$ cat src/rtl/trem_pkg.sv
package trem_pkg;

  localparam int TICK_W         = 24;
  localparam int MODE_W         = 2;
  localparam int SAMPLE_W       = 16;
  localparam int FREQ_W         = 16;
  localparam int ELAPSED_W      = 25;
  localparam int INTERVAL_MAX_W = 32;
  localparam int QUEUE_DEPTH    = 2;
  localparam int PADDR_W        = 3;
  localparam int PDATA_W        = 32;
  localparam int MS_W           = 10;

  localparam logic [TICK_W-1:0]    TICK_RATE_RESET = 24'd100000;
  localparam logic [MS_W-1:0]      MS_PER_S        = 10'd1000;
  localparam logic [FREQ_W-1:0]    FREQ_MAX        = 16'hFFFF;
  localparam logic [ELAPSED_W-1:0] ELAPSED_MAX     = 25'h1FF_FFFF;

  // Register index, taken from paddr[2]
  localparam logic REG_TICK_RATE = 1'b0;

  typedef enum logic [1:0] {
    MODE_MARK    = 2'd0,
    MODE_FREQ    = 2'd1,
    MODE_ELAPSED = 2'd2,
    MODE_UNUSED  = 2'd3
  } mode_e;

  typedef enum logic [1:0] {
    OP_HOLD,
    OP_FREQ,
    OP_ELAPSED
  } op_e;

  typedef enum logic [2:0] {
    BK_IDLE,
    BK_PREP,
    BK_BIAS,
    BK_DIV,
    BK_DONE
  } back_state_e;

  typedef struct packed {
    logic [MODE_W-1:0]   mode;
    logic [SAMPLE_W-1:0] counter_value;
  } in_item_t;

  typedef struct packed {
    logic [FREQ_W-1:0]    freq_hz;
    logic [ELAPSED_W-1:0] elapsed_ms_q8;
    logic                 freq_saturated;
    logic                 freq_fresh;
  } out_item_t;

  typedef struct packed {
    op_e                       op;
    logic [INTERVAL_MAX_W-1:0] interval;
  } cmd_t;

endpackage

$ cat src/rtl/trem_front.sv
module trem_front #(
  parameter int COUNTER_BITS = 16
) (
  input  logic              clk_i,
  input  logic              rst_ni,
  input  logic              in_valid_i,
  output logic              in_stall_o,
  input  trem_pkg::in_item_t in_item_i,
  input  logic              full_i,
  output logic              push_o,
  output trem_pkg::cmd_t    cmd_o
);
  import trem_pkg::*;

  logic [COUNTER_BITS-1:0]   mark_q, mark_d;
  logic                      phase_q, phase_d;
  logic [INTERVAL_MAX_W-1:0] sample_ext;
  logic [COUNTER_BITS-1:0]   sample;
  logic [COUNTER_BITS-1:0]   diff;
  logic                      accept;

  assign in_stall_o = full_i;
  assign accept     = in_valid_i && !full_i;
  assign push_o     = accept;

  assign sample_ext = INTERVAL_MAX_W'(in_item_i.counter_value);
  assign sample     = sample_ext[COUNTER_BITS-1:0];
  // wraps modulo the counter range
  assign diff       = sample - mark_q;

  always_comb begin
    mark_d          = mark_q;
    phase_d         = phase_q;
    cmd_o.op        = OP_HOLD;
    cmd_o.interval  = INTERVAL_MAX_W'(diff);
    unique case (mode_e'(in_item_i.mode))
      MODE_MARK: begin
        if (accept) mark_d = sample;
      end
      MODE_FREQ: begin
        if (accept) phase_d = !phase_q;
        if (!phase_q) begin
          // first of a pair: restart the interval
          if (accept) mark_d = sample;
        end else begin
          cmd_o.op = OP_FREQ;
        end
      end
      MODE_ELAPSED: begin
        cmd_o.op = OP_ELAPSED;
      end
      MODE_UNUSED: begin
        cmd_o.op = OP_HOLD;
      end
      default: begin
        cmd_o.op = OP_HOLD;
      end
    endcase
  end

  always_ff @(posedge clk_i or negedge rst_ni) begin
    if (!rst_ni) begin
      mark_q  <= '0;
      phase_q <= 1'b0;
    end else begin
      mark_q  <= mark_d;
      phase_q <= phase_d;
    end
  end

  a_phase_toggles: assert property (@(posedge clk_i) disable iff (!rst_ni)
    (accept && in_item_i.mode == MODE_FREQ) |=> (phase_q != $past(phase_q)))
    else $error("phase did not toggle on frequency request");

endmodule

$ cat src/rtl/trem_queue.sv
module trem_queue (
  input  logic           clk_i,
  input  logic           rst_ni,
  input  logic           push_i,
  input  trem_pkg::cmd_t cmd_i,
  output logic           full_o,
  input  logic           pop_i,
  output logic           valid_o,
  output trem_pkg::cmd_t cmd_o
);
  import trem_pkg::*;

  localparam int PTR_W = (QUEUE_DEPTH > 1) ? $clog2(QUEUE_DEPTH) : 1;
  localparam int CNT_W = $clog2(QUEUE_DEPTH + 1);

  cmd_t             mem_q [QUEUE_DEPTH];
  logic [PTR_W-1:0] wr_ptr_q, wr_ptr_d;
  logic [PTR_W-1:0] rd_ptr_q, rd_ptr_d;
  logic [CNT_W-1:0] count_q, count_d;
  logic             do_push, do_pop;

  assign full_o  = (count_q == CNT_W'(QUEUE_DEPTH));
  assign valid_o = (count_q != '0);
  assign cmd_o   = mem_q[rd_ptr_q];
  assign do_push = push_i && !full_o;
  assign do_pop  = pop_i && valid_o;

  always_comb begin
    wr_ptr_d = wr_ptr_q;
    rd_ptr_d = rd_ptr_q;
    count_d  = count_q;
    if (do_push) begin
      wr_ptr_d = (wr_ptr_q == PTR_W'(QUEUE_DEPTH - 1)) ? '0 : wr_ptr_q + 1'b1;
    end
    if (do_pop) begin
      rd_ptr_d = (rd_ptr_q == PTR_W'(QUEUE_DEPTH - 1)) ? '0 : rd_ptr_q + 1'b1;
    end
    if (do_push && !do_pop) begin
      count_d = count_q + 1'b1;
    end else if (do_pop && !do_push) begin
      count_d = count_q - 1'b1;
    end
  end

  always_ff @(posedge clk_i) begin
    if (do_push) mem_q[wr_ptr_q] <= cmd_i;
  end

  always_ff @(posedge clk_i or negedge rst_ni) begin
    if (!rst_ni) begin
      wr_ptr_q <= '0;
      rd_ptr_q <= '0;
      count_q  <= '0;
    end else begin
      wr_ptr_q <= wr_ptr_d;
      rd_ptr_q <= rd_ptr_d;
      count_q  <= count_d;
    end
  end

  a_count_bound: assert property (@(posedge clk_i) disable iff (!rst_ni)
    count_q <= CNT_W'(QUEUE_DEPTH))
    else $error("queue count beyond depth");

endmodule

$ cat src/rtl/trem_back.sv
module trem_back #(
  parameter int COUNTER_BITS  = 16,
  parameter int FRACTION_BITS = 8
) (
  input  logic                          clk_i,
  input  logic                          rst_ni,
  input  logic [trem_pkg::TICK_W-1:0]   tick_rate_i,
  input  logic                          valid_i,
  input  trem_pkg::cmd_t                cmd_i,
  output logic                          pop_o,
  output logic                          out_valid_o,
  input  logic                          out_stall_i,
  output trem_pkg::out_item_t           out_item_o
);
  import trem_pkg::*;

  // wide enough for the elapsed numerator and for twice the tick rate plus an interval
  localparam int NUMW   = (COUNTER_BITS + FRACTION_BITS + 11 > TICK_W + 2) ?
                          COUNTER_BITS + FRACTION_BITS + 11 : TICK_W + 2;
  localparam int DENW   = (COUNTER_BITS + 1 > TICK_W) ? COUNTER_BITS + 1 : TICK_W;
  localparam int CNT_W  = $clog2(NUMW + 1);
  localparam int PROD_W = COUNTER_BITS + MS_W;

  back_state_e         state_q, state_d;
  cmd_t                cmd_q, cmd_d;
  logic [NUMW-1:0]     num_q, num_d;
  logic [DENW-1:0]     den_q, den_d;
  logic [DENW-1:0]     rem_q, rem_d;
  logic [CNT_W-1:0]    cnt_q, cnt_d;
  logic                zero_q, zero_d;
  logic [FREQ_W-1:0]   held_q, held_d;
  logic                out_valid_q, out_valid_d;
  out_item_t           out_q, out_d;

  logic [COUNTER_BITS-1:0] interval;
  logic [PROD_W-1:0]       prod;
  logic [DENW:0]           partial;
  logic [DENW+1:0]         trial;
  logic                    ge;
  logic                    out_load;
  out_item_t               res;

  assign interval = cmd_q.interval[COUNTER_BITS-1:0];
  assign prod     = PROD_W'(interval) * PROD_W'(MS_PER_S);
  assign partial  = {rem_q, num_q[NUMW-1]};
  assign trial    = {1'b0, partial} - {2'b00, den_q};
  assign ge       = !trial[DENW+1];
  assign out_load = (state_q == BK_DONE) && (!out_valid_q || !out_stall_i);
  assign pop_o    = (state_q == BK_IDLE) && valid_i;

  assign out_valid_o = out_valid_q;
  assign out_item_o  = out_q;

  // next state
  always_comb begin
    state_d = state_q;
    unique case (state_q)
      BK_IDLE: begin
        if (valid_i) state_d = (cmd_i.op == OP_HOLD) ? BK_DONE : BK_PREP;
      end
      BK_PREP: state_d = BK_BIAS;
      BK_BIAS: state_d = (den_q == '0) ? BK_DONE : BK_DIV;
      BK_DIV: begin
        if (cnt_q == CNT_W'(NUMW - 1)) state_d = BK_DONE;
      end
      BK_DONE: begin
        if (out_load) state_d = BK_IDLE;
      end
      default: state_d = BK_IDLE;
    endcase
  end

  // result from the finished quotient
  always_comb begin
    res.freq_hz        = held_q;
    res.elapsed_ms_q8  = '0;
    res.freq_saturated = 1'b0;
    res.freq_fresh     = 1'b0;
    unique case (cmd_q.op)
      OP_FREQ: begin
        res.freq_fresh = 1'b1;
        if (zero_q || (|num_q[NUMW-1:FREQ_W])) begin
          res.freq_hz        = FREQ_MAX;
          res.freq_saturated = 1'b1;
        end else begin
          res.freq_hz = num_q[FREQ_W-1:0];
        end
      end
      OP_ELAPSED: begin
        if (zero_q || (|num_q[NUMW-1:ELAPSED_W])) begin
          res.elapsed_ms_q8 = ELAPSED_MAX;
        end else begin
          res.elapsed_ms_q8 = num_q[ELAPSED_W-1:0];
        end
      end
      default: begin
        res.freq_hz = held_q;
      end
    endcase
  end

  // datapath
  always_comb begin
    cmd_d  = cmd_q;
    num_d  = num_q;
    den_d  = den_q;
    rem_d  = rem_q;
    cnt_d  = cnt_q;
    zero_d = zero_q;
    held_d = held_q;
    out_d  = out_q;
    out_valid_d = out_valid_q && out_stall_i;
    unique case (state_q)
      BK_IDLE: begin
        if (valid_i) begin
          cmd_d  = cmd_i;
          zero_d = 1'b0;
        end
      end
      BK_PREP: begin
        if (cmd_q.op == OP_FREQ) begin
          num_d = NUMW'(tick_rate_i) << 1;
          den_d = DENW'(interval) << 1;
        end else begin
          num_d = NUMW'(prod) << FRACTION_BITS;
          den_d = DENW'(tick_rate_i);
        end
      end
      BK_BIAS: begin
        // add the half-divisor so the quotient rounds half up
        zero_d = (den_q == '0);
        if (cmd_q.op == OP_FREQ) begin
          num_d = num_q + NUMW'(interval);
        end else begin
          num_d = num_q + NUMW'(tick_rate_i >> 1);
        end
        rem_d = '0;
        cnt_d = '0;
      end
      BK_DIV: begin
        rem_d = ge ? trial[DENW-1:0] : partial[DENW-1:0];
        num_d = {num_q[NUMW-2:0], ge};
        cnt_d = cnt_q + 1'b1;
      end
      BK_DONE: begin
        if (out_load) begin
          out_d       = res;
          out_valid_d = 1'b1;
          held_d      = res.freq_hz;
        end
      end
      default: begin
        cnt_d = '0;
      end
    endcase
  end

  always_ff @(posedge clk_i) begin
    cmd_q <= cmd_d;
    num_q <= num_d;
    den_q <= den_d;
    rem_q <= rem_d;
    out_q <= out_d;
  end

  always_ff @(posedge clk_i or negedge rst_ni) begin
    if (!rst_ni) begin
      state_q     <= BK_IDLE;
      cnt_q       <= '0;
      zero_q      <= 1'b0;
      held_q      <= '0;
      out_valid_q <= 1'b0;
    end else begin
      state_q     <= state_d;
      cnt_q       <= cnt_d;
      zero_q      <= zero_d;
      held_q      <= held_d;
      out_valid_q <= out_valid_d;
    end
  end

  a_div_count: assert property (@(posedge clk_i) disable iff (!rst_ni)
    (state_q == BK_DIV) |-> (cnt_q < CNT_W'(NUMW)))
    else $error("divider step count overran");

  a_fresh_no_elapsed: assert property (@(posedge clk_i) disable iff (!rst_ni)
    (out_valid_q && out_q.freq_fresh) |-> (out_q.elapsed_ms_q8 == '0))
    else $error("fresh frequency result carries elapsed time");

  a_done_waits: assert property (@(posedge clk_i) disable iff (!rst_ni)
    (state_q == BK_DONE && !out_load) |=> (state_q == BK_DONE))
    else $error("result dropped while output held");

endmodule

$ cat src/rtl/task_rate_and_elapsed_meter.sv
// Mark, hold and first-of-pair frequency requests skip the divider and go from idle
// straight to the done state; interval divides pass through prep, bias and the divide
// steps (a zero divisor skips the divide steps) to fill a quotient of width W, where
// W = max(COUNTER_BITS + FRACTION_BITS + 11, 26). The one-bit-per-cycle restoring
// divider takes one request at a time; a two-entry queue lets requests arrive meanwhile.
// Reset: clears start mark, phase, held frequency, queue and output; tick_rate_hz
// returns to 100000.
module task_rate_and_elapsed_meter #(
  parameter int COUNTER_BITS  = 16,
  parameter int FRACTION_BITS = 8
) (
  input  logic                            clk_i,
  input  logic                            rst_ni,
  input  logic                            in_valid_i,
  output logic                            in_stall_o,
  input  trem_pkg::in_item_t              in_item_i,
  output logic                            out_valid_o,
  input  logic                            out_stall_i,
  output trem_pkg::out_item_t             out_item_o,
  input  logic                            psel,
  input  logic                            penable,
  input  logic                            pwrite,
  input  logic [trem_pkg::PADDR_W-1:0]    paddr,
  input  logic [trem_pkg::PDATA_W-1:0]    pwdata,
  output logic [trem_pkg::PDATA_W-1:0]    prdata,
  output logic                            pready
);
  import trem_pkg::*;

  logic [TICK_W-1:0] tick_rate_q, tick_rate_d;
  logic              cfg_write;
  logic              reg_idx;

  logic push, full, pop, q_valid;
  cmd_t front_cmd, back_cmd;

  assign pready    = 1'b1;
  assign reg_idx   = paddr[2];
  assign cfg_write = psel && penable && pwrite && pready && (reg_idx == REG_TICK_RATE);
  assign tick_rate_d = cfg_write ? pwdata[TICK_W-1:0] : tick_rate_q;
  assign prdata    = (reg_idx == REG_TICK_RATE) ? PDATA_W'(tick_rate_q) : '0;

  always_ff @(posedge clk_i or negedge rst_ni) begin
    if (!rst_ni) begin
      tick_rate_q <= TICK_RATE_RESET;
    end else begin
      tick_rate_q <= tick_rate_d;
    end
  end

  trem_front #(
    .COUNTER_BITS (COUNTER_BITS)
  ) u_front (
    .clk_i      (clk_i),
    .rst_ni     (rst_ni),
    .in_valid_i (in_valid_i),
    .in_stall_o (in_stall_o),
    .in_item_i  (in_item_i),
    .full_i     (full),
    .push_o     (push),
    .cmd_o      (front_cmd)
  );

  trem_queue u_queue (
    .clk_i   (clk_i),
    .rst_ni  (rst_ni),
    .push_i  (push),
    .cmd_i   (front_cmd),
    .full_o  (full),
    .pop_i   (pop),
    .valid_o (q_valid),
    .cmd_o   (back_cmd)
  );

  trem_back #(
    .COUNTER_BITS  (COUNTER_BITS),
    .FRACTION_BITS (FRACTION_BITS)
  ) u_back (
    .clk_i       (clk_i),
    .rst_ni      (rst_ni),
    .tick_rate_i (tick_rate_q),
    .valid_i     (q_valid),
    .cmd_i       (back_cmd),
    .pop_o       (pop),
    .out_valid_o (out_valid_o),
    .out_stall_i (out_stall_i),
    .out_item_o  (out_item_o)
  );

endmodule

$ cat config.mk
export PLATFORM = sky130hd
export DESIGN_NAME = task_rate_and_elapsed_meter
export DESIGN_NICKNAME = d
export VERILOG_FILES = /design/src/rtl/trem_pkg.sv /design/src/rtl/trem_front.sv /design/src/rtl/trem_queue.sv /design/src/rtl/trem_back.sv /design/src/rtl/task_rate_and_elapsed_meter.sv
export SDC_FILE = /design/constraint.sdc
export NUM_CORES = 1
export LEC_CHECK = 0
export BUFFER_PORTS_ARGS = -buffer_cell sky130_fd_sc_hd__buf_2
export CORE_AREA = 2 2 230 187
export CTS_BUF_LIST = sky130_fd_sc_hd__clkbuf_4
export DETAILED_ROUTE_END_ITERATION = 8
export DIE_AREA = 0 0 232 189
export GPL_TIMING_DRIVEN = 0
export PLACE_DENSITY = 0.55
export SYNTH_ARGS = -nofsm -noshare
export SYNTH_HDL_FRONTEND = slang
export SYNTH_SLANG_ARGS = --single-unit
$ cat constraint.sdc
create_clock -name clk_i -period 10.85 [get_ports clk_i]
set_input_delay 0.5425 -clock clk_i [delete_from_list [all_inputs] [get_ports clk_i]]
set_output_delay 0.5425 -clock clk_i [all_outputs]
set_load 0.02 [all_outputs]
**Yosys cells after proc, flatten, opt, wreduce, memory -nomap -nowiden**

Memory sizes are Yosys's and may differ from the RTL's.
Cells that the tools add are included.

- Output and inout port bits: 78
- Bits in writable memories: 36
- Word-level logic and storage cells: 121
- Input port bits: 60
- Flip-flop bits (word level): 216
- Memories: 1

Memory list:

| name | depth | width | rd ports | clocked after memory_dff | wr ports | RTL line | RTL |
|---|---|---|---|---|---|---|---|
| u_queue.mem_q | 2 | 18 | 1 | 0 | 1 | trem_queue.sv:16 | `cmd_t mem_q [QUEUE_DEPTH];` |

- Bitwise gates (word level): 1
- Add/subtract/negate cells: 9
- Reductions and logical operators: 40
- Equal/unequal tests: 14
- $mul: 1
- Multiplexer cells: 34

Operator list:

| cell | count |
|---|---|
| $pmux W35 S3 | 1 |
| $mux W16 | 4 |
| $mux W24 | 2 |
| $pmux W24 S2 | 1 |
| $add A35 B16 Y35 | 1 |
| $add A35 B23 Y35 | 1 |
| $mux W35 | 1 |
| $mux W34 | 1 |
| $pmux W16 S2 | 1 |
| $sub A25 B24 Y26 | 1 |
| $mux W25 | 1 |
| $logic_not A24 Y1 | 1 |
| $mul A16 B7 Y23 const B | 1 |
| $reduce_or A19 Y1 | 1 |
| $mux W17 | 1 |
| $sub A16 B16 Y16 | 1 |
| $mux W3 | 5 |
| $pmux W3 S5 | 1 |
| $pmux W6 S2 | 1 |
| $logic_and A1 B1 Y1 | 11 |
| $mux W1 | 10 |
| $reduce_and A2 Y1 | 5 |
| $reduce_bool A2 Y1 | 5 |
| $reduce_or A10 Y1 | 1 |
| 23 further kinds | 40 |

**Longest topological paths before layout**

Gate-level depths: netlist of run 1.

- Depth after elaboration: 8
- Depth in mapped cells: 18
- Depth with buffers taken out: 17

**Hierarchy**

From an unflattened synthesis of run 1, not the netlist that was laid out.

- Cells, all modules: 1668
- Area total of the unflattened synthesis: 18210.0 µm²

By module, submodules not included:

| module | instances | sequential area each (µm²) | area an instance (µm²) | cells each |
|---|---|---|---|---|
| trem_back | 1 | 4999.8 | 12494.5 | 1243 |
| trem_queue | 1 | 2142.1 | 2805.2 | 125 |
| trem_front | 1 | 425.4 | 1675.4 | 212 |
| task_rate_and_elapsed_meter | 1 | 608.1 | 1234.9 | 88 |

**Worst setup path after synthesis of run 1**

OpenSTA, ideal clock, no wires.

- Kind: register to register
- Start: register u_back.cmd_q[2] (netlist bit)
- End: register u_back.num_q[28], data pin
- Required time: 10.718 ns
- Cell stages (with the launch flop): 16
- Setup time: 0.132 ns
- Slack: 6.111 ns
- Period minus slack after synthesis: 4.739 ns
- Arrival: 4.607 ns
- Path buffers: 0
- Cells stage by stage: edfxtp_1 > inv_1 > fa_1 > fa_1 > fa_1 > fa_1 > inv_1 > ha_1 > a21o_1 > a2111oi_0 > nor4_1 > o31ai_1 > a21boi_1 > o21a_1 > o32ai_1 > o311a_1

- Cells in the longest elaborated chain, start to end: 3
- Elaborated cells on any way between the ends: 5
- Classes of those cells: 1 x add/sub; 1 x mul; 3 x mux

Ends and longest elaborated chain:

| element | RTL line | RTL |
|---|---|---|
| from (decl) | trem_back.sv:25 | `cmd_t cmd_q, cmd_d;` |
| from (signal assigned) | trem_back.sv:159 | `cmd_q <= cmd_d;` |
| $mul A16 B7 Y23 or $add A35 B16 Y35 (tied branches) | trem_back.sv:44, trem_back.sv:133 |  |
| $mux W34 or $mux W35 (tied branches) | trem_back.sv:121, trem_back.sv:132 |  |
| $pmux W35 S3 (*) | trem_back.sv:113 | `unique case (state_q)` |
| net u_back.num_d[28] | trem_back.sv:26 | `logic [NUMW-1:0] num_q, num_d;` |
| to (signal assigned) | trem_back.sv:160 | `num_q <= num_d;` |
| to (decl) | trem_back.sv:26 |  |

The timed path passes the listed nets; every way through them passes the cells marked *.
A chain may end at the register's enable or synchronous reset.

**Final worst setup path of run 1**

- Start: register u_back.cmd_q[3] (netlist bit)
- End: register u_back.num_q[28], data pin

Same word-level chain as after synthesis.

==> results of run 1 <==
-- cell usage after synthesis (all sizes together) (4+ instances only) --
cell type  instances  area share (%)
edfxtp           180              33
inv              147             3.4
nand2            132             3.0
ha               117             8.9
o21ai             97             3.0
nor2              88             2.0
a21oi             79             2.4
mux2              72             4.9
dfrtp             66              10
fa                57             6.9
xnor2             52             2.8
clkbuf            41            0.93
o21a              38             1.7
nor2b             37             1.4
nand3             27            0.82
xor2              25             1.3
mux2i             23             1.4
nor3              22            0.67
buf               21            0.79
a211oi            20            0.94
and2              19            0.72
a31oi             16            0.61
a21o              14            0.64
nor4              13            0.49
o31ai             12            0.71
nand2b            10            0.38
o211ai            10            0.46
nand4              9            0.34
o21bai             8            0.36
and3               7            0.27
o22ai              7            0.27
a21boi             6            0.27
dfstp              6            0.96
or2                6            0.23
or3                6            0.23
a211o              5            0.27
a32oi              5            0.27
a22o               4            0.21
-- state kept, by name (all words and copies together), names as in the netlist --
name / flops
tick_rate_q: 24
u_back.cmd_q: 18
u_back.cnt_q: 6
u_back.den_q: 24
u_back.held_q: 16
u_back.num_q: 35
u_back.out_item_o: 43
u_back.out_valid_o: 1
u_back.rem_q: 24
u_back.state_q: 3
u_back.zero_q: 1
u_front.mark_q: 16
u_front.phase_q: 1
u_queue.count_q: 2
u_queue.mem_q: 36
u_queue.rd_ptr_q: 1
u_queue.wr_ptr_q: 1
-- stage by stage --
stage               cell area (µm²)  hold slack [ps]
floorplan                     16500              247
global placement              17800              447
detailed placement            17900              461
CTS                           19200             16.3
global route                  19200             4.26
finish                        19200             75.6
-- layout make-up --
cell class              count  area share, %
inverters                 148           2.89
clock buffers             100           3.90
diodes                      6         0.0781
well taps                 552           3.59
multi-input cells        1091           44.0
flip-flops and latches    252           37.5
plain buffers              62           1.49
clock inverters            26          0.807
repair buffers            164           5.75
-- routing by layer --
metal	vias to the layer above	part of all wire, %
li1	6045	-
met1	5930	49
met2	333	42
met3	53	6.2
met4	0	1.9
met5	-	0
-- worst max-delay path, stage by stage (launching register included) --
cell and delay, ps:
sky130_fd_sc_hd__edfxtp_1 470, sky130_fd_sc_hd__inv_1 280, sky130_fd_sc_hd__fa_1 490, sky130_fd_sc_hd__fa_1 550
sky130_fd_sc_hd__fa_1 440, sky130_fd_sc_hd__fa_1 510, sky130_fd_sc_hd__inv_1 40, sky130_fd_sc_hd__ha_1 350
sky130_fd_sc_hd__a21o_1 210, sky130_fd_sc_hd__a2111oi_0 580, sky130_fd_sc_hd__nor4_1 180, sky130_fd_sc_hd__o31ai_1 390
sky130_fd_sc_hd__a21boi_1 140, sky130_fd_sc_hd__o21a_1 190, sky130_fd_sc_hd__o32ai_1 300, sky130_fd_sc_hd__o311a_1 220
-- cells by family after synthesis --
group | after synthesis | synth area share [%]
fa+ha+maj | 174 | 15.8
simple gates | 387 | 11.1
buf+inv | 210 | 5.10
compound gates | 349 | 13.7
xor+xnor | 77 | 4.10
mux | 95 | 6.32
flops | 252 | 43.8
other cells | 2 | 0.0456
-- worst paths after layout --
path / startpoint / to / slack (ps)
hold reg to reg: u_front.phase_q$_DFFE_PN0P_ / u_front.phase_q$_DFFE_PN0P_ / 470
hold / removal: out_stall_i / u_back.out_valid_o$_DFF_PN0_ / 80
setup / recovery: u_back.cmd_q[3]$_DFFE_PP_ / u_back.num_q[28]$_DFFE_PP_ / 5380
min in group asynchronous: rst_ni / tick_rate_q[22]$_DFFE_PN0P_ / 220
max in group asynchronous: rst_ni / tick_rate_q[9]$_DFFE_PN1P_ / 9980
setup reg to reg: u_back.cmd_q[3]$_DFFE_PP_ / u_back.num_q[28]$_DFFE_PP_ / 5380
==> flow_metrics.py, run 1 <==
metrics = {
    "sta": {
        "post-route-min-period_ps": 5470,
        "finalWorstSetupSlack_ps": 5380,
        "slew_violations": 0,
        "worst_pin_slew_ps": 1030,
        "period_share_pct": 50.4,
        "setup_viol": 0,
        "timing.max_slew.rel_slack_pct": 30.9,
        "finalHoldViolations": 0,
        "fin_setup_tns_ps": 0,
        "fin_skew_ps": 47.0,
        "rsz0062_at_grt": "no",
        "fmaxAchievable_ghz": 0.183,
    },
    "clocking": {
        "cts_setup_buffers": 0,
        "holdBufCountCts": 40,
        "cts.sinks": 252,
        "clock_tree.buffer_depth": 3,
        "cts_tree": "yes",
        "cts.reportedPaths.clkPinSlew_ps": 60,
        "numCtsBuffers": 71,
        "h-tree-depth": 3,
        "clock_insertion_delay_worst_skew_ps": 810,
        "post_cts_resize_count": 0,
        "cts_root_buf": "sky130_fd_sc_hd__clkbuf_4",
    },
    "global_route": {
        "grt-ovfl-total": 0,
        "first_global_vias": 12259,
        "grtUsageMet1_pct": 30.0,
        "grt.met3_usage_pct": 5.03,
        "routing_usage_on_met2_pct": 29.9,
        "grt_pass1_wl_um": 68800,
        "track_usage_pct": 20.5,
        "pin_count_of_the_biggest_net_entering_global_routing": 49,
        "global_route.peak_usage_layer": "met1",
        "initial_antenna_violation_count": 2,
    },
    "cells_and_area": {
        "final_cell_mix": "sky130_fd_sc_hd__edfxtp_1, sky130_fd_sc_hd__inv_1, sky130_fd_sc_hd__nand2_1",
        "final_core_util_pct": 46.3,
        "fill_cells": 4005,
        "final_common_cell": "sky130_fd_sc_hd__edfxtp_1",
        "synthToLayoutAreaGrowth_pct": 16.8,
        "layout.cells.non_filler": 2401,
        "combined_area_of_the_multi_input_logic_cells_um2": 8460,
        "drive_gt1_share_pct": 18.7,
        "layout.area.seq_um2": 7210,
        "design.final.nets": 2024,
    },
    "floorplan": {
        "design.die.area_um2": 43800,
        "placementRows": 67,
        "start_util_pct": 39.7,
        "die_x_um": 232,
        "coreArea_um2": 41500,
        "die_height_um": 189,
        "boundaryPins": 138,
    },
    "routing": {
        "drt.antenna.violating_nets": 0,
        "final_routed_wirelength_across_all_metal_layers_um": 43500,
        "viasPerCell": 5.15,
        "drc": 0,
        "dr.first_iter.drc_count": 927,
        "drt_first_pass_iters": 5,
        "dr_total_vias": 12361,
        "drt-wirelength-per-cell_um": 18.1,
    },
    "synthesis": {
        "synthCells": 1546,
        "synth_area_per_inst_um2": 10.7,
        "postSynth.topFlopCell": "sky130_fd_sc_hd__edfxtp_1",
        "number_of_synthesized_flops_with_an_enable_pin": 180,
        "yosysSeqAreaShare_pct": 43.8,
        "yosys_warnings": 0,
        "yosys.cell_types.count": 77,
        "synth.ff_latch_count": 252,
        "syn_area_um2": 16500,
        "asyncSetResetFlopFracSynth_pct": 28.6,
    },
    "setup_path": {
        "reg2reg_depth": 15,
        "worst_setup_path_end_kind": "flop",
        "critical_path.startpoint_type": "flop",
        "critical_path_class": "flop to flop",
        "worst_ep_arrival_time_ps": 6110,
        "critPathMaxFanout": 5,
        "worst_ep_required_time_ps": 11490,
    },
    "place": {
        "place_hpwl_um": 33300,
        "post-place-ws_ps": 5350,
        "place.port_buffers": 118,
        "post-place-cells": 2229,
        "routabilityCongestion": 0.909,
    },
    "outcome": {
        "status": "completed",
    },
    "job": {
        "cap_viol_max_count": 0,
    },
    "hold_path": {
        "hold_depth": 3,
        "worst_hold_path_type": "input port to flop",
    },
}
Power of run 1 is not shown: default switching activity piles up to over one toggle a cycle in this logic, so the estimate is an artifact.
==> run 2: changes to the inputs <==
clock period = 5.24 ns   (was 10.85 ns; I/O delays follow)
==> flow_metrics.py, run 2 (synthesis results as in run 1) <==
metrics = {
    "outcome": {
        "status": "completed",
    },
    "floorplan": {
        "die_height_um": 189,
        "design.die.area_um2": 43800,
        "placementRows": 67,
        "coreArea_um2": 41500,
        "die_x_um": 232,
        "start_util_pct": 39.7,
        "boundaryPins": 138,
    },
    "setup_path": {
        "worst_ep_required_time_ps": 5880,
        "reg2reg_to": "u_back.num_q[28]$_DFFE_PP_",
        "worst_setup_path_end_kind": "flop",
        "worst_ep_arrival_time_ps": 5770,
        "critical_path.startpoint_type": "flop",
        "reg2reg_depth": 15,
        "worst_r2r_startpoint": "u_back.cmd_q[2]$_DFFE_PP_",
        "critPathMaxFanout": 5,
        "rrSetupSlack_ps": 110,
        "critical_path_class": "flop to flop",
    },
    "cells_and_area": {
        "drive_gt1_share_pct": 19.7,
        "design.final.nets": 2039,
        "largest_reg_flops": 43,
        "synthToLayoutAreaGrowth_pct": 18.1,
        "final_common_cell": "sky130_fd_sc_hd__edfxtp_1",
        "final_cell_mix": "sky130_fd_sc_hd__edfxtp_1, sky130_fd_sc_hd__inv_1, sky130_fd_sc_hd__nand2_1",
    },
    "hold_path": {
        "worstHoldEndpoint": "tick_rate_q[6]$_DFFE_PN0P_",
        "hold_depth": 3,
        "worst_hold_path_type": "input port to flop",
        "holdCritStartpoint": "pwrite",
    },
    "clocking": {
        "cts_root_buf": "sky130_fd_sc_hd__clkbuf_4",
        "numCtsBuffers": 71,
        "h-tree-depth": 3,
        "cts.sinks": 252,
        "cts_tree": "yes",
        "cts.reportedPaths.clkPinSlew_ps": 60,
        "clock_insertion_delay_worst_skew_ps": 810,
        "clock_tree.buffer_depth": 3,
    },
    "routing": {
        "dr_total_vias": 12461,
        "drt-wirelength-per-cell_um": 18.1,
        "drc": 0,
        "drt.antenna.violating_nets": 0,
        "final_routed_wirelength_across_all_metal_layers_um": 43700,
        "viasPerCell": 5.16,
        "dr.first_iter.drc_count": 951,
        "drt_first_pass_iters": 5,
    },
    "sta": {
        "setup_viol": 0,
        "fmaxAchievable_ghz": 0.195,
        "finalHoldViolations": 0,
        "worst_pin_slew_ps": 1010,
        "slew_violations": 0,
        "period_share_pct": 97.9,
        "fin_skew_ps": 46.1,
        "post-route-min-period_ps": 5130,
        "rsz0062_at_grt": "yes",
        "timing.max_slew.rel_slack_pct": 32.6,
        "finalWorstSetupSlack_ps": 112,
    },
    "place": {
        "place.port_buffers": 118,
        "place_hpwl_um": 33300,
        "post-place-ws_ps": -264,
        "routabilityCongestion": 0.909,
    },
    "global_route": {
        "pin_count_of_the_biggest_net_entering_global_routing": 49,
        "grt_pass1_wl_um": 69000,
        "first_global_vias": 12307,
        "track_usage_pct": 20.5,
        "initial_antenna_violation_count": 2,
        "grt-ovfl-total": 0,
    },
    "job": {
        "cap_viol_max_count": 0,
    },
}
[run 2: changes by cell type in the layout (fill, tap and decap cells not counted), moves of 2 or more]
cell,change
sky130_fd_sc_hd__buf_4,+6
sky130_fd_sc_hd__clkbuf_1,-2
sky130_fd_sc_hd__clkinvlp_4,+3
sky130_fd_sc_hd__dlygate4sd3_1,+9
sky130_fd_sc_hd__inv_1,-6
sky130_fd_sc_hd__inv_2,+2
sky130_fd_sc_hd__o21ai_0,-2
sky130_fd_sc_hd__o21ai_1,+2
[run 2: what timing repair did]
action	4_1_cts	5_1_grt
hold endpoints to repair	151	0
buffers inserted	1	5
hold buffers	50	0
setup endpoints to repair	6	11
pin swaps	1	0
gates resized for setup	4	17
[run 2: worst max-delay path by stage]
stage,start,to,slack [ps],cells past startpoint
3_3_place_gp,u_back.cmd_q[3]$_DFFE_PP_,u_back.num_q[28]$_DFFE_PP_,-200,15
3_5_place_dp,u_back.cmd_q[3]$_DFFE_PP_,u_back.num_q[28]$_DFFE_PP_,-260,15
4_1_cts,u_back.cmd_q[4]$_DFFE_PP_,u_back.num_q[32]$_DFFE_PP_,10,16
5_1_grt,u_back.cmd_q[2]$_DFFE_PP_,u_back.num_q[32]$_DFFE_PP_,-140,16
2_1_floorplan,u_back.cmd_q[2]$_DFFE_PP_,u_back.num_q[28]$_DFFE_PP_,500,15
6_report,u_back.cmd_q[2]$_DFFE_PP_,u_back.num_q[28]$_DFFE_PP_,110,15
[run 2: metal layers]
layer  GRT usage [%]  vias up  share of wire (%)  wire length (µm)
li1                -     6085                  -                 -
met1            30.0     5980                 50             21700
met2            30.1      340                 43             18600
met3            5.03       56                5.8              2560
met4            5.89        0                1.9               840
met5               0        -                  0                 0
[run 2: stage by stage]
stage	setup TNS [ps]	std cells	hold slack (ps)	area, µm²	utilization [%]
after floorplan	0	1553	-33.6	16500	-
after global placement	-580	2223	447	17800	42.8
after detailed placement	-569	2229	214	17900	43.2
after CTS	0	2405	0.188	19300	46.6
after global routing	-257	2416	-2.50	19400	46.9
final	0	2416	71.2	19400	46.9
[run 2: critical path: stages, from the launching register on]
cell and delay, ps:
sky130_fd_sc_hd__edfxtp_1 500, sky130_fd_sc_hd__inv_2 160, sky130_fd_sc_hd__fa_1 450, sky130_fd_sc_hd__fa_1 550, sky130_fd_sc_hd__fa_1 440, sky130_fd_sc_hd__fa_1 510
sky130_fd_sc_hd__inv_1 40, sky130_fd_sc_hd__ha_1 360, sky130_fd_sc_hd__a21o_1 250, sky130_fd_sc_hd__a2111oi_4 420, sky130_fd_sc_hd__nor4_2 120, sky130_fd_sc_hd__o31ai_1 340
sky130_fd_sc_hd__a21boi_1 130, sky130_fd_sc_hd__o21a_1 200, sky130_fd_sc_hd__o32ai_1 310, sky130_fd_sc_hd__o311a_1 220
[run 2: area by class of cell]
| type | count | area (µm²) |
|---|---|---|
| Timing Repair Buffer | 180 | 1260 |
| Fill cell | 3996 | 22100 |
| Multi-Input combinational cell | 1091 | 8500 |
| Tap cell | 552 | 691 |
| Sequential cell | 252 | 7210 |
| Antenna cell | 6 | 15.0 |
| Clock buffer | 100 | 751 |
| Clock inverter | 26 | 155 |
| Inverter | 148 | 569 |
| Buffer | 61 | 284 |
Power of run 2 is left out for the same reason.
==> run 3: changes to the inputs <==
RECOVER_POWER = 50   (was unset)
TNS_END_PERCENT = 30   (was unset)
==> flow_metrics.py, run 3 (synthesis results as in run 1) <==
metrics = {
    "global_route": {
        "grt-ovfl-total": 0,
        "grt_pass1_wl_um": 69000,
        "pin_count_of_the_biggest_net_entering_global_routing": 49,
        "first_global_vias": 12307,
        "initial_antenna_violation_count": 2,
        "track_usage_pct": 20.5,
    },
    "cells_and_area": {
        "fill_cells": 4046,
        "final_core_util_pct": 46.4,
        "final_common_cell": "sky130_fd_sc_hd__edfxtp_1",
        "largest_reg_flops": 43,
        "synthToLayoutAreaGrowth_pct": 16.8,
        "layout.area.seq_um2": 7210,
        "combined_area_of_the_multi_input_logic_cells_um2": 8490,
        "design.final.nets": 2037,
        "final_cell_mix": "sky130_fd_sc_hd__edfxtp_1, sky130_fd_sc_hd__inv_1, sky130_fd_sc_hd__nand2_1",
        "layout.cells.non_filler": 2414,
        "drive_gt1_share_pct": 15.2,
    },
    "sta": {
        "finalHoldViolations": 0,
        "timing.max_slew.rel_slack_pct": -79.5,
        "setup_viol": 0,
        "finalWorstSetupSlack_ps": 121,
        "post-route-min-period_ps": 5120,
        "period_share_pct": 97.7,
        "rsz0062_at_grt": "yes",
        "fmaxAchievable_ghz": 0.195,
        "fin_setup_tns_ps": 0,
        "fin_skew_ps": 46.1,
        "slew_violations": 68,
        "worst_pin_slew_ps": 2690,
    },
    "floorplan": {
        "coreArea_um2": 41500,
        "placementRows": 67,
        "design.die.area_um2": 43800,
        "die_x_um": 232,
        "start_util_pct": 39.7,
        "die_height_um": 189,
        "boundaryPins": 138,
    },
    "setup_path": {
        "critical_path_class": "flop to flop",
        "critical_path.startpoint_type": "flop",
        "timing.critical_path.buf_inv": 2,
        "critPathMaxFanout": 5,
        "critical-path-slowest-cell": "sky130_fd_sc_hd__fa_1",
        "worst_ep_required_time_ps": 5880,
        "worst_ep_arrival_time_ps": 5760,
        "worst_setup_path_end_kind": "flop",
        "cpPeakStageDelay_ps": 580,
        "worst_path_most_repeated_cell": "sky130_fd_sc_hd__fa_1",
        "critical_path.cell_chain": "inv_1, fa_1, fa_1, fa_1, fa_1, inv_1, ha_1, a21o_1, a2111oi_4, nor4_2, o31ai_1, a21boi_1, o21a_1, o32ai_1, o311a_1",
        "kind_of_cell_adding_the_most_delay_to_the_critical_path": "adder cells",
    },
    "clocking": {
        "cts_root_buf": "sky130_fd_sc_hd__clkbuf_4",
        "cts.sinks": 252,
        "h-tree-depth": 3,
        "cts.reportedPaths.clkPinSlew_ps": 60,
        "cts_tree": "yes",
        "clock_insertion_delay_worst_skew_ps": 810,
        "numCtsBuffers": 71,
        "clock_tree.buffer_depth": 3,
    },
    "place": {
        "post-place-ws_ps": -264,
        "place_hpwl_um": 33300,
        "routabilityCongestion": 0.909,
        "place.port_buffers": 118,
        "post-place-cells": 2229,
    },
    "routing": {
        "drt.antenna.violating_nets": 0,
        "drt_first_pass_iters": 4,
        "drc": 0,
        "dr_total_vias": 12405,
        "met2RoutedLength_um": 18600,
        "dr.first_iter.drc_count": 911,
        "drt-wirelength-per-cell_um": 18.1,
        "dr_wl_met3_um": 2470,
        "top_layer": "met4",
        "viasPerCell": 5.14,
        "final_routed_wirelength_across_all_metal_layers_um": 43700,
        "routed_length_on_met1_um": 21900,
    },
    "outcome": {
        "violations": "capacitance limit, slew limit",
        "status": "complete, but fails checks",
    },
    "job": {
        "cap_viol_max_count": 2,
    },
    "hold_path": {
        "worst_hold_path_type": "input port to flop",
    },
}
run 3: changes by cell type in the layout (fill, tap and decap cells not counted), moves of 3 or more:
cell,previous run,this run
sky130_fd_sc_hd__and2_0,0,7
sky130_fd_sc_hd__and2_1,19,12
sky130_fd_sc_hd__buf_2,121,52
sky130_fd_sc_hd__buf_4,17,14
sky130_fd_sc_hd__clkbuf_1,39,115
run 3: through the flow:
stage               instance area [µm²]  hold WS, ps
global placement                  17800          447
finish                            19200         70.6
detailed placement                17900          214
floorplan                         16500        -33.6
global route                      19200        -2.59
CTS                               19300        0.188
run 3: repair_timing:
| item | CTS | global route |
|---|---|---|
| endpoints found under the hold margin | 151 | 0 |
| gates resized for setup | 4 | 16 |
| pin swaps | 1 | 1 |
| setup buffers | 1 | 3 |
| setup endpoints to repair | 6 | 11 |
| hold buffers | 50 | 0 |
run 3: cell type report:
type	instances	area share (%)
Timing Repair Buffer	178	5.58
Buffer	61	1.48
Inverter	148	2.95
Clock buffer	100	3.90
Antenna cell	6	0.0780
Sequential cell	252	37.5
Clock inverter	26	0.806
Tap cell	552	3.59
Multi-Input combinational cell	1091	44.1
run 3: worst paths after layout:
check / from / end / slack [ps] / cells past startpoint
setup / recovery: u_back.cmd_q[1]$_DFFE_PP_ / u_back.num_q[28]$_DFFE_PP_ / 120 / 15
hold / removal: pwrite / tick_rate_q[6]$_DFFE_PN0P_ / 70 / 3
setup reg to reg: u_back.cmd_q[1]$_DFFE_PP_ / u_back.num_q[28]$_DFFE_PP_ / 120 / 15
hold reg to reg: u_front.phase_q$_DFFE_PN0P_ / u_front.phase_q$_DFFE_PN0P_ / 470 / 1
max in group asynchronous: rst_ni / u_back.held_q[1]$_DFFE_PN0P_ / 2040 / 4
min in group asynchronous: rst_ni / tick_rate_q[22]$_DFFE_PN0P_ / 1090 / 4
run 3: per-layer routing:
metal	up-vias	global-route usage, %
li1	6068	-
met1	5976	30.0
met2	307	30.1
met3	54	5.03
met4	0	5.89
met5	-	0
run 3: worst register-to-register path, stage by stage (launching register included):
cell and delay [ps]:
sky130_fd_sc_hd__edfxtp_1 470, sky130_fd_sc_hd__inv_1 140, sky130_fd_sc_hd__fa_1 580, sky130_fd_sc_hd__fa_1 440
sky130_fd_sc_hd__fa_1 490, sky130_fd_sc_hd__fa_1 510, sky130_fd_sc_hd__inv_1 40, sky130_fd_sc_hd__ha_1 360
sky130_fd_sc_hd__a21o_1 250, sky130_fd_sc_hd__a2111oi_4 420, sky130_fd_sc_hd__nor4_2 120, sky130_fd_sc_hd__o31ai_1 330
sky130_fd_sc_hd__a21boi_1 130, sky130_fd_sc_hd__o21a_1 200, sky130_fd_sc_hd__o32ai_1 290, sky130_fd_sc_hd__o311a_1 220
Power of run 3 is left out for the same reason.
